**src/assert_macros.svh**
```systemverilog
// Assertion helpers for the RTL file that checks itself.
`ifndef ASSERT_MACROS_SVH
`define ASSERT_MACROS_SVH

// Checked on every rising clock edge outside reset.
`define RCLT_ASSERT(lbl, prop, msg) \
    lbl: assert property (@(posedge clk) disable iff (!rst_n) prop) else $error(msg);

// Checked on every rising clock edge, reset included.
`define RCLT_ASSERT_ALWAYS(lbl, prop, msg) \
    lbl: assert property (@(posedge clk) prop) else $error(msg);

`endif

```
**src/rclt_pkg.sv**
```systemverilog
`timescale 1ns / 1ps

package rclt_pkg;

    // Geometry of the tag store.
    localparam int MAX_WAYS   = 16;
    localparam int ROW_BITS   = 16;
    localparam int WAY_BITS   = (MAX_WAYS > 1) ? $clog2(MAX_WAYS) : 1;
    localparam int STAMP_BITS = 64;
    localparam int CFG_BITS   = 5;
    localparam int OP_BITS    = 2;

    typedef logic [ROW_BITS-1:0]   row_t;
    typedef logic [WAY_BITS-1:0]   way_idx_t;
    typedef logic [STAMP_BITS-1:0] stamp_t;
    typedef logic [CFG_BITS-1:0]   cfg_t;
    typedef logic [OP_BITS-1:0]    op_t;

    // Operation codes; the fourth code does nothing but answer.
    localparam op_t OP_ACCESS = 2'd0;
    localparam op_t OP_PROBE  = 2'd1;
    localparam op_t OP_FLUSH  = 2'd2;

    localparam cfg_t WAYS_RESET = cfg_t'(16);

    typedef enum logic [1:0] {
        ST_IDLE,
        ST_SCAN,
        ST_FINISH
    } state_t;

    // Write request from the sequencer to the way store.
    typedef struct packed {
        logic     en;
        logic     flush;
        logic     alloc;
        way_idx_t idx;
        row_t     row;
    } wr_req_t;

    // What the scan unit has found so far.
    typedef struct packed {
        logic     match;
        logic     found;
        way_idx_t way;
    } scan_res_t;

    // Index of the last way in use, with zero read as one and the top clipped.
    function automatic way_idx_t last_way(input cfg_t ways);
        way_idx_t res;
        if (ways == '0)
        begin
            res = '0;
        end
        else if (int'(ways) > MAX_WAYS)
        begin
            res = way_idx_t'(MAX_WAYS - 1);
        end
        else
        begin
            res = way_idx_t'(ways - cfg_t'(1));
        end
        return res;
    endfunction

endpackage

```
**src/rclt_ifs.sv**
```systemverilog
`timescale 1ns / 1ps

// Request channel: one lookup, probe or flush per item.
interface rclt_req_if;
    logic                 valid;
    logic                 ready;
    rclt_pkg::op_t        operation;
    rclt_pkg::row_t       requested_row;

    modport source (output valid, output operation, output requested_row, input ready);
    modport sink (input valid, input operation, input requested_row, output ready);
endinterface

// Response channel: one result per request item.
interface rclt_rsp_if;
    logic                 valid;
    logic                 ready;
    logic                 hit;
    rclt_pkg::way_idx_t   way_index;

    modport source (output valid, output hit, output way_index, input ready);
    modport sink (input valid, input hit, input way_index, output ready);
endinterface

```
**src/rclt_way_store.sv**
```systemverilog
`timescale 1ns / 1ps

module rclt_way_store (
    input  logic                clk,
    input  logic                rst_n,
    input  rclt_pkg::way_idx_t  rd_idx,
    output logic                rd_valid,
    output rclt_pkg::row_t      rd_tag,
    output rclt_pkg::stamp_t    rd_stamp,
    input  rclt_pkg::wr_req_t   wr
);

    logic [rclt_pkg::MAX_WAYS-1:0] valid_reg;
    rclt_pkg::row_t                tag_reg   [rclt_pkg::MAX_WAYS];
    rclt_pkg::stamp_t              stamp_reg [rclt_pkg::MAX_WAYS];
    rclt_pkg::stamp_t              use_count_reg;

    // Valid bits and the global use counter are control state.
    always_ff @(posedge clk or negedge rst_n)
    begin
        if (!rst_n)
        begin
            valid_reg     <= '0;
            use_count_reg <= rclt_pkg::stamp_t'(1);
        end
        else
        begin
            if (wr.flush)
            begin
                valid_reg <= '0;
            end
            else if (wr.en && wr.alloc)
            begin
                valid_reg[wr.idx] <= 1'b1;
            end
            if (wr.en)
            begin
                use_count_reg <= use_count_reg + rclt_pkg::stamp_t'(1);
            end
        end
    end

    // Tags are only used behind a set valid bit; stamps are compared for every way scanned.
    always_ff @(posedge clk)
    begin
        if (wr.en)
        begin
            stamp_reg[wr.idx] <= use_count_reg;
            if (wr.alloc)
            begin
                tag_reg[wr.idx] <= wr.row;
            end
        end
    end

    // The scan reads one way at a time.
    assign rd_valid = valid_reg[rd_idx];
    assign rd_tag   = tag_reg[rd_idx];
    assign rd_stamp = stamp_reg[rd_idx];

endmodule

```
**src/rclt_scan.sv**
```systemverilog
`timescale 1ns / 1ps

module rclt_scan (
    input  logic                clk,
    input  logic                step,
    input  rclt_pkg::way_idx_t  idx,
    input  rclt_pkg::row_t      row,
    input  logic                rd_valid,
    input  rclt_pkg::row_t      rd_tag,
    input  rclt_pkg::stamp_t    rd_stamp,
    output rclt_pkg::scan_res_t res
);

    logic               found_reg;
    rclt_pkg::way_idx_t found_idx_reg;
    logic               empty_seen_reg;
    rclt_pkg::way_idx_t empty_idx_reg;
    rclt_pkg::way_idx_t best_idx_reg;
    rclt_pkg::stamp_t   best_stamp_reg;

    logic match;
    logic first;
    logic older;

    // The shared compare unit: one tag compare and one stamp compare per way.
    assign first = (idx == '0);
    assign match = rd_valid && (rd_tag == row);
    assign older = rd_stamp < best_stamp_reg;

    // Running record of the first hit, the first empty way and the oldest way.
    // Every record restarts when the scan is at way zero.
    always_ff @(posedge clk)
    begin
        if (step)
        begin
            found_reg     <= match || (!first && found_reg);
            found_idx_reg <= idx;
            if (!rd_valid && (first || !empty_seen_reg))
            begin
                empty_seen_reg <= 1'b1;
                empty_idx_reg  <= idx;
            end
            else if (first)
            begin
                empty_seen_reg <= 1'b0;
            end
            if (first || older)
            begin
                best_idx_reg   <= idx;
                best_stamp_reg <= rd_stamp;
            end
        end
    end

    // A hit wins, then the first empty way, then the oldest stamp.
    always_comb
    begin
        res.match = match;
        res.found = found_reg;
        if (found_reg)
        begin
            res.way = found_idx_reg;
        end
        else if (empty_seen_reg)
        begin
            res.way = empty_idx_reg;
        end
        else
        begin
            res.way = best_idx_reg;
        end
    end

endmodule

```
**src/rclt_seq.sv**
```systemverilog
`timescale 1ns / 1ps

module rclt_seq (
    input  logic                clk,
    input  logic                rst_n,
    input  logic                req_valid,
    output logic                req_ready,
    input  rclt_pkg::op_t       req_op,
    input  rclt_pkg::row_t      req_row,
    output logic                rsp_valid,
    input  logic                rsp_ready,
    output logic                rsp_hit,
    output rclt_pkg::way_idx_t  rsp_way,
    input  rclt_pkg::way_idx_t  last_idx,
    output logic                scan_step,
    output rclt_pkg::way_idx_t  scan_idx,
    output rclt_pkg::row_t      row,
    input  rclt_pkg::scan_res_t scan_res,
    output rclt_pkg::wr_req_t   wr
);

    rclt_pkg::state_t   state_reg, state_next;
    rclt_pkg::way_idx_t idx_reg, idx_next;
    logic               out_valid_reg, out_valid_next;
    rclt_pkg::op_t      op_reg, op_next;
    rclt_pkg::row_t     row_reg, row_next;
    logic               hit_reg, hit_next;
    rclt_pkg::way_idx_t way_reg, way_next;
    logic               load;

    // Control registers.
    always_ff @(posedge clk or negedge rst_n)
    begin
        if (!rst_n)
        begin
            state_reg     <= rclt_pkg::ST_IDLE;
            idx_reg       <= '0;
            out_valid_reg <= 1'b0;
        end
        else
        begin
            state_reg     <= state_next;
            idx_reg       <= idx_next;
            out_valid_reg <= out_valid_next;
        end
    end

    // Item and result payload.
    always_ff @(posedge clk)
    begin
        op_reg  <= op_next;
        row_reg <= row_next;
        hit_reg <= hit_next;
        way_reg <= way_next;
    end

    // Sequencer: accept, scan on access/probe, write on access/flush, then answer.
    always_comb
    begin
        state_next = state_reg;
        idx_next   = idx_reg;
        op_next    = op_reg;
        row_next   = row_reg;
        hit_next   = hit_reg;
        way_next   = way_reg;
        load       = 1'b0;
        scan_step  = 1'b0;
        wr         = '0;
        wr.idx     = scan_res.way;
        wr.row     = row_reg;

        case (state_reg)
            rclt_pkg::ST_IDLE:
            begin
                if (req_valid)
                begin
                    op_next  = req_op;
                    row_next = req_row;
                    idx_next = '0;
                    if (req_op == rclt_pkg::OP_ACCESS || req_op == rclt_pkg::OP_PROBE)
                    begin
                        state_next = rclt_pkg::ST_SCAN;
                    end
                    else
                    begin
                        state_next = rclt_pkg::ST_FINISH;
                    end
                end
            end
            rclt_pkg::ST_SCAN:
            begin
                scan_step = 1'b1;
                if (scan_res.match || idx_reg == last_idx)
                begin
                    state_next = rclt_pkg::ST_FINISH;
                end
                else
                begin
                    idx_next = idx_reg + rclt_pkg::way_idx_t'(1);
                end
            end
            rclt_pkg::ST_FINISH:
            begin
                if (!out_valid_reg || rsp_ready)
                begin
                    load       = 1'b1;
                    state_next = rclt_pkg::ST_IDLE;
                    hit_next   = 1'b0;
                    way_next   = '0;
                    if (op_reg == rclt_pkg::OP_ACCESS)
                    begin
                        wr.en    = 1'b1;
                        wr.alloc = !scan_res.found;
                        hit_next = scan_res.found;
                        way_next = scan_res.way;
                    end
                    else if (op_reg == rclt_pkg::OP_PROBE)
                    begin
                        if (scan_res.found)
                        begin
                            hit_next = 1'b1;
                            way_next = scan_res.way;
                        end
                    end
                    else if (op_reg == rclt_pkg::OP_FLUSH)
                    begin
                        wr.flush = 1'b1;
                    end
                end
            end
            default:
            begin
                state_next = rclt_pkg::ST_IDLE;
            end
        endcase

        if (load)
        begin
            out_valid_next = 1'b1;
        end
        else if (rsp_ready)
        begin
            out_valid_next = 1'b0;
        end
        else
        begin
            out_valid_next = out_valid_reg;
        end
    end

    assign req_ready = (state_reg == rclt_pkg::ST_IDLE);
    assign rsp_valid = out_valid_reg;
    assign rsp_hit   = hit_reg;
    assign rsp_way   = way_reg;
    assign scan_idx  = idx_reg;
    assign row       = row_reg;

endmodule

```
**src/row_cache_lru_tag_lookup_unit.sv**
```systemverilog
`timescale 1ns / 1ps
// Row cache tag lookup: a fully associative store of source-row tags with
// least recently used replacement by 64-bit use stamps.
// req carries an item with an operation and a row number: access looks the
// row up and allocates on a miss, probe only looks up, flush empties all ways.
// rsp returns one item per request: hit and the way that holds the row.
// cfg_wr_en with cfg_wr_data sets the number of ways in use (0 reads as 1,
// values above 16 read as 16); write it only while the block is idle.
// An access or probe scans the ways in use one per cycle through a
// single tag and stamp compare unit, stopping early on a hit, then writes back
// and loads the result into its output register in the finish state.
// A flush or the unused code skips the scan. A new item is accepted once the
// previous one has been written back, even while its result still waits.
// When rsp is stalled the result holds in its output register, and the next
// item may finish its scan but waits before write-back until the slot frees.
// Reset empties every way, sets the use counter to one and the way count to
// 16; it needs no clearing pass.
`include "assert_macros.svh"

module row_cache_lru_tag_lookup_unit (
    input  logic                 clk,
    input  logic                 rst_n,
    input  logic                 cfg_wr_en,
    input  rclt_pkg::cfg_t       cfg_wr_data,
    rclt_req_if.sink             req,
    rclt_rsp_if.source           rsp
);

    rclt_pkg::cfg_t      ways_reg;
    rclt_pkg::way_idx_t  last_idx;
    logic                scan_step;
    rclt_pkg::way_idx_t  scan_idx;
    rclt_pkg::row_t      row;
    rclt_pkg::scan_res_t scan_res;
    rclt_pkg::wr_req_t   wr;
    logic                rd_valid;
    rclt_pkg::row_t      rd_tag;
    rclt_pkg::stamp_t    rd_stamp;

    // Way count register.
    always_ff @(posedge clk or negedge rst_n)
    begin
        if (!rst_n)
        begin
            ways_reg <= rclt_pkg::WAYS_RESET;
        end
        else if (cfg_wr_en)
        begin
            ways_reg <= cfg_wr_data;
        end
    end

    assign last_idx = rclt_pkg::last_way(ways_reg);

    rclt_seq u_seq (
        .clk       (clk),
        .rst_n     (rst_n),
        .req_valid (req.valid),
        .req_ready (req.ready),
        .req_op    (req.operation),
        .req_row   (req.requested_row),
        .rsp_valid (rsp.valid),
        .rsp_ready (rsp.ready),
        .rsp_hit   (rsp.hit),
        .rsp_way   (rsp.way_index),
        .last_idx  (last_idx),
        .scan_step (scan_step),
        .scan_idx  (scan_idx),
        .row       (row),
        .scan_res  (scan_res),
        .wr        (wr)
    );

    rclt_scan u_scan (
        .clk      (clk),
        .step     (scan_step),
        .idx      (scan_idx),
        .row      (row),
        .rd_valid (rd_valid),
        .rd_tag   (rd_tag),
        .rd_stamp (rd_stamp),
        .res      (scan_res)
    );

    rclt_way_store u_store (
        .clk      (clk),
        .rst_n    (rst_n),
        .rd_idx   (scan_idx),
        .rd_valid (rd_valid),
        .rd_tag   (rd_tag),
        .rd_stamp (rd_stamp),
        .wr       (wr)
    );

    // An accepted item keeps the block busy for at least the next cycle.
    `RCLT_ASSERT(a_busy_after_accept, req.valid && req.ready |=> !req.ready, "item accepted while busy")
    // A result never names a way outside those in use.
    `RCLT_ASSERT(a_way_in_range, rsp.valid |-> rsp.way_index <= last_idx, "way outside range")
    // The store is written only when the sequencer is not taking a new item.
    `RCLT_ASSERT(a_write_not_idle, (wr.en || wr.flush) |-> !req.ready, "write while idle")
    // No result is shown in the cycle after reset has been seen held.
    `RCLT_ASSERT_ALWAYS(a_reset_quiet, !rst_n |=> !rsp.valid, "result after reset")

endmodule
```
**src/flat_wrapper.sv**
```systemverilog
// flat-port wrapper written by rule: the top's interface ports become plain ports
module row_cache_lru_tag_lookup_unit_flat 
  (clk, rst_n, cfg_wr_en, cfg_wr_data, req_valid, req_operation, req_requested_row, req_ready, rsp_valid, rsp_hit, rsp_way_index, rsp_ready);
  rclt_req_if req_i ();
  rclt_rsp_if rsp_i ();
  input  logic clk;
  input  logic rst_n;
  input  logic cfg_wr_en;
  input  rclt_pkg::cfg_t cfg_wr_data;
  input wire logic [$bits(req_i.valid)-1:0] req_valid;
  input wire logic [$bits(req_i.operation)-1:0] req_operation;
  input wire logic [$bits(req_i.requested_row)-1:0] req_requested_row;
  output wire logic [$bits(req_i.ready)-1:0] req_ready;
  output wire logic [$bits(rsp_i.valid)-1:0] rsp_valid;
  output wire logic [$bits(rsp_i.hit)-1:0] rsp_hit;
  output wire logic [$bits(rsp_i.way_index)-1:0] rsp_way_index;
  input wire logic [$bits(rsp_i.ready)-1:0] rsp_ready;
  assign req_i.valid = req_valid;
  assign req_i.operation = req_operation;
  assign req_i.requested_row = req_requested_row;
  assign req_ready = req_i.ready;
  assign rsp_valid = rsp_i.valid;
  assign rsp_hit = rsp_i.hit;
  assign rsp_way_index = rsp_i.way_index;
  assign rsp_i.ready = rsp_ready;
  row_cache_lru_tag_lookup_unit u_core (.clk(clk), .rst_n(rst_n), .cfg_wr_en(cfg_wr_en), .cfg_wr_data(cfg_wr_data), .req(req_i), .rsp(rsp_i));
endmodule
```
**config.mk**
```make
export PLATFORM = sky130hd
export DESIGN_NAME = row_cache_lru_tag_lookup_unit_flat
export DESIGN_NICKNAME = d
export VERILOG_FILES = /design/src/rclt_pkg.sv /design/src/rclt_ifs.sv /design/src/rclt_way_store.sv /design/src/rclt_scan.sv /design/src/rclt_seq.sv /design/src/row_cache_lru_tag_lookup_unit.sv /design/src/flat_wrapper.sv
export VERILOG_INCLUDE_DIRS = /design/src /design/src/src
export SDC_FILE = /design/constraint.sdc
export NUM_CORES = 1
export LEC_CHECK = 0
export ABC_AREA = 1
export BUFFER_PORTS_ARGS = -buffer_cell sky130_fd_sc_hd__buf_4
export CAP_MARGIN = 10
export CORE_MARGIN = 2
export CORE_UTILIZATION = 43
export CTS_BUF_LIST = sky130_fd_sc_hd__clkbuf_4 sky130_fd_sc_hd__clkbuf_8 sky130_fd_sc_hd__clkbuf_16
export CTS_CLUSTER_SIZE = 24
export DETAILED_ROUTE_END_ITERATION = 6
export GPL_TIMING_DRIVEN = 0
export PLACE_DENSITY_LB_ADDON = 0.05
export SLEW_MARGIN = 15
export SYNTH_ARGS = -nofsm -noshare
export SYNTH_HDL_FRONTEND = slang
export SYNTH_SLANG_ARGS = --single-unit
```
**constraint.sdc**
```tcl
create_clock -name clk -period 5.2 [get_ports clk]
set_input_delay 0.52 -clock clk [delete_from_list [all_inputs] [get_ports clk]]
set_output_delay 0.52 -clock clk [all_outputs]
set_load 0.05 [all_outputs]
```
-- After elaboration in Yosys (flattened, before gate mapping)
Memory sizes are Yosys's and may differ from the RTL's.
Cells that the tools add are included.
- bits in writable memories: 1280
- memories: 2
- logic and storage cells: 112
- bits in registers: 193
- add/subtract/negate cells: 3
- reductions and logical operators: 32
- bitwise gates (word level): 1
- order comparisons: 5
- eq/ne operators: 11
- multiplexer cells: 42
- memories (name ; depth ; width ; rd ports ; clocked after memory_dff ; write ports ; line ; RTL):
    u_core.u_store.stamp_reg ; 16 ; 64 ; 1 ; 0 ; 1 ; rclt_way_store.sv:15 ; rclt_pkg::stamp_t stamp_reg [rclt_pkg::MAX_WAYS];
    u_core.u_store.tag_reg ; 16 ; 16 ; 1 ; 0 ; 1 ; rclt_way_store.sv:14 ; rclt_pkg::row_t tag_reg [rclt_pkg::MAX_WAYS];
- operators with widths (kind ; count):
    64-bit by 1-bit adder with 64-bit output (second input constant) ; 1
    64-bit < comparator ; 1
    4-bit 2-to-1 mux ; 9
    16-bit 2-to-1 mux ; 2
    1-bit 2-to-1 mux ; 21
    16-bit equality test ; 1
    16-bit OR ; 1
    4-bit by 5-bit < comparator with 1-bit output (second input constant) ; 2
    2-bit AND reduction ; 5
    2-bit 2-to-1 mux ; 4
    2-bit inequality test (second input constant) ; 4
    4-bit case mux with 2 select lines ; 1
    2-bit nonzero test ; 4
    2-bit by 1-bit equality test with 1-bit output (second input constant) ; 3
    2-bit zero test ; 3
    1-bit logical OR ; 6
    3-bit 2-to-1 mux ; 2
    2-bit case mux with 3 select lines ; 1
    3-bit AND reduction ; 2
    5-bit greater-than comparator (second input constant) ; 1
    1-bit logical AND ; 5
    1-bit zero test ; 5
    5-bit zero test ; 1
    4-bit by 1-bit adder with 4-bit output (second input constant) ; 1
    other kinds (7) ; 8

-- Depth between registers and ports, before layout
Gate-level depths: netlist of run 1.
- depth after elaboration: 9
- mapped depth: 25
- depth with buffers taken out: 21

-- By module
A second synthesis of run 1 with hierarchy kept.
- cells, all modules: 4720
- area total of the unflattened synthesis: 60117.7 um^2
- modules (own cells, without submodules) (module ; area each (um^2) ; instances ; cells each ; sequential area each (um^2)):
    rclt_way_store ; 53928.0 ; 1 ; 4105 ; 40440.0
    rclt_scan ; 4503.1 ; 1 ; 441 ; 2342.2
    rclt_seq ; 1391.3 ; 1 ; 136 ; 865.8
    row_cache_lru_tag_lookup_unit ; 295.3 ; 1 ; 38 ; 126.4

-- Worst setup path after synthesis of run 1
No wires, ideal clock.
- path type: register -> register
- start point: reg u_core.u_scan.found_reg
- end point: mem u_core.u_store.tag_reg[13][0] (netlist name), enable pin
- setup time: 0.367 ns
- period minus slack after synthesis: 5.090 ns
- buffers on the path: 2
- stages on the path, launching flop included: 13
- setup slack: 0.110 ns
- data arrival time: 4.723 ns
- cell sequence: edfxtp_1 > buf_2 > inv_1 > clkbuf_1 > o21ai_0 > nor2_1 > a21oi_1 > inv_1 > nor2_1 > inv_1 > nor2_1 > nand2_1 > inv_1
- longest elaborated chain between the ends: 7
- ends and longest elaborated chain (item ; line ; RTL):
    start: declaration ; rclt_scan.sv:14 ; logic found_reg;
    start signal: assignment ; rclt_scan.sv:36 ; found_reg <= match || (!first && found_reg);
    1-bit zero test ; rclt_seq.sv:113 ; wr.alloc = !scan_res.found;
    1-bit 2-to-1 mux ; rclt_seq.sv:110 ; if (op_reg == rclt_pkg::OP_ACCESS)
    3-bit 2-to-1 mux ; rclt_seq.sv:104 ; if (!out_valid_reg || rsp_ready)
    3-bit 2-to-1 mux ; rclt_seq.sv:72 ; case (state_reg)
    1-bit 2-to-1 mux ; rclt_way_store.sv:49 ; if (wr.alloc)
    1-bit 2-to-1 mux ; rclt_way_store.sv:46 ; if (wr.en)
    1-bit 2-to-1 mux (implied by the code) ; rclt_way_store.sv:51 ; tag_reg[wr.idx] <= wr.row;
    end: declaration ; rclt_way_store.sv:14 ;
Parallel ways exist; a longest one is shown, timed or not.

-- Worst setup path in the final report of run 1
- start point: reg u_core.u_seq.idx_reg[2], in the netlist u_core.u_seq.scan_idx[2]
- end point: reg u_core.u_scan.best_stamp_reg[25], enable pin
- longest elaborated chain between the ends: 4
- ends and longest elaborated chain (item ; line ; RTL):
    start: declaration ; rclt_seq.sv:23 ; rclt_pkg::way_idx_t idx_reg, idx_next;
    start signal: assignment ; rclt_seq.sv:43 ; idx_reg <= idx_next;
    memory 16 x 64 bit ; - ;
    net u_core.rd_stamp[29] ; row_cache_lru_tag_lookup_unit.sv:38 ; rclt_pkg::stamp_t rd_stamp;
    64-bit < comparator ; rclt_scan.sv:28 ; assign older = rd_stamp < best_stamp_reg;
    1-bit logical OR ; rclt_scan.sv:47 ; if (first || older)
    2-bit AND reduction (no line) ; - ;
    end signal: assignment ; rclt_scan.sv:50 ; best_stamp_reg <= rd_stamp;
    end: declaration ; rclt_scan.sv:19 ; rclt_pkg::stamp_t best_stamp_reg;
The timed path passes the listed nets, and every way through them passes these cells.
A chain may end at the register's enable or synchronous reset.

==> out/results.ini, run 1 <==
[run_status]
outcome=finished, final reports clean

[synth]
yosysSeqAreaShare_pct=73.6
ys_async_sr_fraction_pct=6.25
synth_area_per_cell_um2=12.8
netlist_area_um2=59500
syn_inst=4631
synth_top_family_by_area=compound AO/OA/AOI/OAI gates
synthXorXnorAreaFrac_pct=1.00
ys_ff_latch=1473
synth_cell_types=49
synth_top_cell_area_share_pct=69.7
yosysTopAreaCell=edfxtp_1
yosys-top-cells-area=edfxtp_1, o21ai_0, nor2_1, dfrtp_1, nand2_1
synth_edf_count=1381
synth.net_count=4726
synth_fa_ha_area_share_pct=1.41
yosysWarnings=0
synth_ff_type=edfxtp_1
synth_compound_area_share_pct=10.5
synthMuxAreaShare_pct=0
synthSimpleGateAreaFrac_pct=10.1

[detailed_routing]
num_vias=39000
drcViolationCount=0
antenna_left=0
wire_per_inst_um=28.4
drt_wl_total_mm=194
first_iter_violations=4224
dr.pass1.iters=5
viasPerCell=5.71

[floorplanning]
core_um2=137000
start_util_pct=43.3
die_h_um=376
die_w_um=376
pin_count=35
die_area_um2=141000
rows=136

[setup_path]
start_kind=register
worstRegToRegCells=19
cp-startpoint=u_core.u_seq.scan_idx[2]
worstPathRequired_ns=5.64
end_kind=register
path_class=reg -> reg
rr_endpoint=u_core.u_scan.best_stamp_reg[25]
arrival_ns=5.62
r2r_slack_ns=0.03
worst-path-max-fanout=38
reg2reg_from=u_core.u_seq.scan_idx[2]

[clock_tree]
insertion_delay_ns=0.79
htreeDepth=4
cts_sinks=1473
clockRootBuffer=clkbuf_16
clockBufferDepth=3
numCtsBuffers=160
cts_tree=done
clkTransAtPathRegs_ns=0.06

[global_route]
grt_max_degree=65
grt_pass1_vias=37800
grt_remaining_overflow=0
track_usage_pct=27.5
antenna_found_initial=7
grt_pass1_wl_mm=276

[power_and_ir_drop]
ir_drop_uv=321
p_per_area_nw_per_um2=505
total_leakage_power_nw=23.2

[sta]
finalSetupViolCount=0
drv_slew=0
rsz0062_at_grt=false
tightestPinTransition_ns=1.05
period_minus_slack_ns=5.17
fmax_ghz=0.193
slew-limit-headroom_pct=29.7
clock-skew-final_ns=0.0281
final.setup.tns_ns=0
hold_viol=0
finalCritPeriodShare_pct=99.5

[final_layout]
final_nets=5004
layout_common_cells=edfxtp_1, nor2_1, o21ai_0
fin_util_pct=50.6
layout-drive-gt1-share_pct=12.9
syn_to_final_growth_pct=16.9
largest_reg_flops=1024
final_common_cell=edfxtp_1
nFillCells=11900
postLayoutCellArea_um2=69500

[placed_design]
io_buffers=33
gp_congestion=0.880
hpwl_mm=131
place_area_um2=63500

[run]
maxCapViolCount=0

[min_path]
min-delay-start=rsp_ready
hold_path_depth=4
hp-class=in -> reg
hold_end=u_core.u_seq.rsp_valid

[through the flow]
stage / hold slack (ns) / instances / total power [mW] / setup slack (ns)
finish: 0.0579 / 6840 / 35.1 / 0.0257
global route: 0.0628 / 6837 / 36.5 / 0.00826
CTS: 0.00835 / 6834 / 35.2 / 0.00568
detailed placement: 0.446 / 6519 / 23.6 / -2.09
global placement: 0.489 / 6458 / 23.1 / -5.47
floorplan: 0.224 / 4631 / 19.4 / 0.110
[cells in the mapped netlist, drive strengths merged, types with 2 or more instances]
library cell and instances:
o22ai 191, edfxtp 1381, dfstp 2, nand4 31
o211ai 73, xnor2 15, a2111oi 3, inv 230
ha 67, a21oi 56, o221ai 88, and3 3
buf 81, o21ai 672, a31oi 2, nand3b 2
nand2 409, a211oi 2, clkbuf 184, nor4 13
nor3b 2, clkinv 2, xor2 53, nand3 157
nor2 784, nor3 35, dfrtp 90
[worst max-delay path by stage]
stage	endpoint	slack, ns	cells past startpoint
after floorplan	u_core.u_store.tag_reg[13][0]	0.11	12
after global placement	u_core.u_scan.best_stamp_reg[16]	-5.47	20
after detailed placement	u_core.u_scan.best_stamp_reg[18]	-2.09	22
after CTS	u_core.u_scan.best_stamp_reg[25]	0.006	21
after global routing	u_core.u_scan.best_stamp_reg[25]	0.008	22
final	u_core.u_scan.best_stamp_reg[25]	0.03	19
[per-layer routing]
layer  vias up  part of all wire (%)  GRT usage, %  routed length, um
met5         -                     0             0                  0
met4         0                   3.0          8.68               5810
met3       278                   6.5          3.91              12700
met2      1396                    47          43.8              90900
met1     19800                    44          39.0              85100
li1      17500                     -             -                  -
[critical path: stages (launching register included)]
cell	delay (ns)
dfrtp_2	0.49
buf_4	0.22
inv_2	0.17
clkbuf_4	0.31
buf_4	0.28
clkbuf_4	0.33
o221ai_1	0.20
nand3_1	0.15
nand3_1	0.27
ha_1	0.42
nand4_1	0.11
inv_1	0.04
nand4_1	0.19
a21oi_1	0.15
a2111oi_1	0.36
nand2_1	0.29
nand2_1	0.14
nand2_2	0.18
nand2_8	0.16
buf_16	0.23
[cell type report]
type,count,area [um2],area share [%]
diodes,3,7.51,0.0108
plain buffers,257,1620,2.33
clock buffers,197,4400,6.33
clock inverters,99,796,1.14
inverters,232,878,1.26
multi-input cells,2662,13900,20.0
flip-flops and latches,1473,43800,63.0
well taps,1794,2240,3.23
repair buffers,123,1870,2.69
[repair_timing]
action / 4_1_cts / 5_1_grt
cloned: 1 / 0
hold buffers: 24 / 0
endpoints found under the hold margin: 57 / 0
setup endpoints to repair: 68 / 68
pin swaps: 3 / 4
resized for setup: 244 / 24
buffers inserted: 1 / 4
[power breakdown]
group / switching (mW) / internal [mW] / leakage (nW)
combinational: 6.98 / 2.68 / 8.50
sequential: 0.360 / 13.8 / 12.1
clock: 4.74 / 6.60 / 2.59
total: 12.1 / 23.1 / 23.2
[cells by family (layout without fill, tap and decap cells)]
family	after synthesis	in the layout
buffers and inverters	497	908
AND/OR/NAND/NOR	1436	1437
flip-flops	1473	1473
adder cells (fa/ha/maj)	67	67
other	0	3
AO/OA/AOI/OAI	1090	1090
XOR/XNOR	68	68
No activity file was read; power rests on OpenSTA's default activity.
==> run 2, diff against run 1 <==
==> constraint.sdc (replaced) <==
create_clock -name clk -period 6.3 [get_ports clk]
set_input_delay 0.63 -clock clk [delete_from_list [all_inputs] [get_ports clk]]
set_output_delay 0.63 -clock clk [all_outputs]
set_load 0.05 [all_outputs]
==> out/results.ini, run 2 (same netlist as run 1, synthesis figures left out) <==
[run_status]
outcome=finished, final reports clean

[global_route]
grt_pass1_wl_mm=276  ; -0.12%
grt_max_degree=65  ; unchanged
antenna_found_initial=8  ; +1
top_usage_layer=met2
track_usage_pct=27.5  ; about the same
use_met2_pct=43.9  ; +0.11 points
grt_pass1_vias=37700  ; -0.11%
grt_use_met3_pct=4.12  ; +0.21 points
grt_remaining_overflow=0  ; unchanged
use_met1_pct=38.9  ; -0.15 points

[detailed_routing]
wire_per_inst_um=28.4  ; about the same
viasPerCell=5.71  ; about the same
first_iter_violations=4273  ; +1.2%
dr.pass1.iters=5  ; unchanged
drcViolationCount=0  ; unchanged
drt_wl_total_mm=194  ; -0.11%
num_vias=39100  ; +0.036%
antenna_left=0  ; unchanged

[sta]
tightestPinTransition_ns=1.06  ; +0.00496 ns
layout_setup_ws_ns=0.108  ; +0.0820 ns
slew-limit-headroom_pct=29.3  ; -0.33 points
hold_viol=0  ; unchanged
clock-skew-final_ns=0.0242  ; -0.00397 ns
finalSetupViolCount=0  ; unchanged
finalCritPeriodShare_pct=98.3  ; -1.2 points
fmax_ghz=0.161  ; -16%
period_minus_slack_ns=6.19  ; +1.02 ns
final.setup.tns_ns=0  ; unchanged
rsz0062_at_grt=false
drv_slew=0  ; unchanged
hold-worst-slack_ns=0.0542  ; -0.00374 ns

[placed_design]
gp_congestion=0.880  ; unchanged
io_buffers=33  ; unchanged
hpwl_mm=131  ; unchanged
dpl_worst_slack_ns=-0.992  ; +1.10 ns
dp.cells=6519  ; unchanged
place_area_um2=63500  ; unchanged

[power_and_ir_drop]
total_leakage_power_nw=22.8  ; -1.6%
p_per_area_nw_per_um2=417  ; -18%
ir_drop_uv=263  ; -18%
power.total_mw=28.8  ; -18%

[setup_path]
arrival_ns=6.63  ; +1.01 ns
cpMostUsedCell=nand2_1
cp_num_buf_inv=8  ; +1
cp_slowest_stage_delay_ns=0.66  ; +0.17 ns
end_kind=register
path_cells=buf_6, inv_4, buf_6, buf_4, buf_4, buf_2, clkbuf_1, nor2_1, o22ai_1, nand2_1, nand3_1, ha_1, a21oi_1, o21ai_0, nand3_1, nand2_1, nand2_1, a21oi_1, a2111oi_0, nand2_1, nand2_1, nand2_1, nand2_8, buf_4
worstPathRequired_ns=6.74  ; +1.10 ns
start_kind=register
path_class=reg -> reg
slowest_stage=clkbuf_1
path_delay_family=buffers and inverters
worst-path-max-fanout=15  ; -61%

[clock_tree]
insertion_delay_ns=0.79  ; about the same
clockBufferDepth=3  ; unchanged
cts_sinks=1473  ; unchanged
clockRootBuffer=clkbuf_16
cts_tree=done
clkTransAtPathRegs_ns=0.06  ; about the same
htreeDepth=4  ; unchanged
numCtsBuffers=160  ; unchanged

[min_path]
hp-class=in -> reg

[final_layout]
layout_common_cells=edfxtp_1, nor2_1, o21ai_0
postLayoutCellArea_um2=69000  ; -0.71%
largest_reg_flops=1024  ; unchanged
final_nets=5000  ; -0.080%
layout-drive-gt1-share_pct=11.0  ; -2.0 points
syn_to_final_growth_pct=16.0
fin_util_pct=50.3  ; -0.36 points
layout.cells.non_filler=6836  ; -0.058%
final_common_cell=edfxtp_1

[floorplanning]
die_h_um=376  ; unchanged
rows=136  ; unchanged
pin_count=35  ; unchanged
start_util_pct=43.3  ; unchanged
die_w_um=376  ; unchanged
core_um2=137000  ; unchanged
die_area_um2=141000  ; unchanged

[run]
maxCapViolCount=0  ; unchanged

run 2: changes by cell type in the layout (fill, tap and decap cells not counted), sizes merged:
cell and change:
clkdlybuf4s18 -2, buf -4, dlygate4sd3 -6, clkbuf +8
run 2: area by class of cell:
type                    instances  area (um2)
clock buffers                 197        4400
multi-input cells            2662       13800
inverters                     232         875
plain buffers                 263        1310
fillers                     11900       68300
repair buffers                113        1770
flip-flops and latches       1473       43800
well taps                    1794        2240
clock inverters                99         796
diodes                          3        7.51
run 2: power breakdown:
part	internal [mW]	switching, mW
registers	11.4	0.309
logic	2.04	5.70
clock network	5.44	3.90
run 2: final timing paths:
| check | cells after the start | startpoint | to | slack [ns] |
|---|---|---|---|---|
| min | 2 | req_operation[1] | u_core.u_seq.state_reg[0] | 0.05 |
| min reg2reg | 2 | u_core.u_store.valid_reg[11] | u_core.u_store.valid_reg[11] | 0.51 |
| max in group asynchronous | 3 | rst_n | u_core.u_store.use_count_reg[49] | 5.26 |
| max | 24 | u_core.u_seq.scan_idx[0] | u_core.u_scan.best_stamp_reg[15] | 0.11 |
| min in group asynchronous | 2 | rst_n | u_core.u_seq.state_reg[0] | 0.31 |
| max reg2reg | 24 | u_core.u_seq.scan_idx[0] | u_core.u_scan.best_stamp_reg[15] | 0.11 |
run 2: what timing repair did:
action / in CTS / in global routing
setup endpoints to repair: 68 / 38
buffers inserted: 0 / 1
pin swaps: 1 / 1
gates cloned: 1 / 0
hold endpoints to repair: 44 / 0
resized for setup: 61 / 42
hold buffers: 18 / 0
run 2: routing by layer:
layer  vias to the layer above  wire, um  share of wire (%)
li1                      17500         -                  -
met1                     19800     84600                 44
met2                      1490     90800                 47
met3                       281     13200                6.8
met4                         2      5690                2.9
met5                         -        11             0.0057
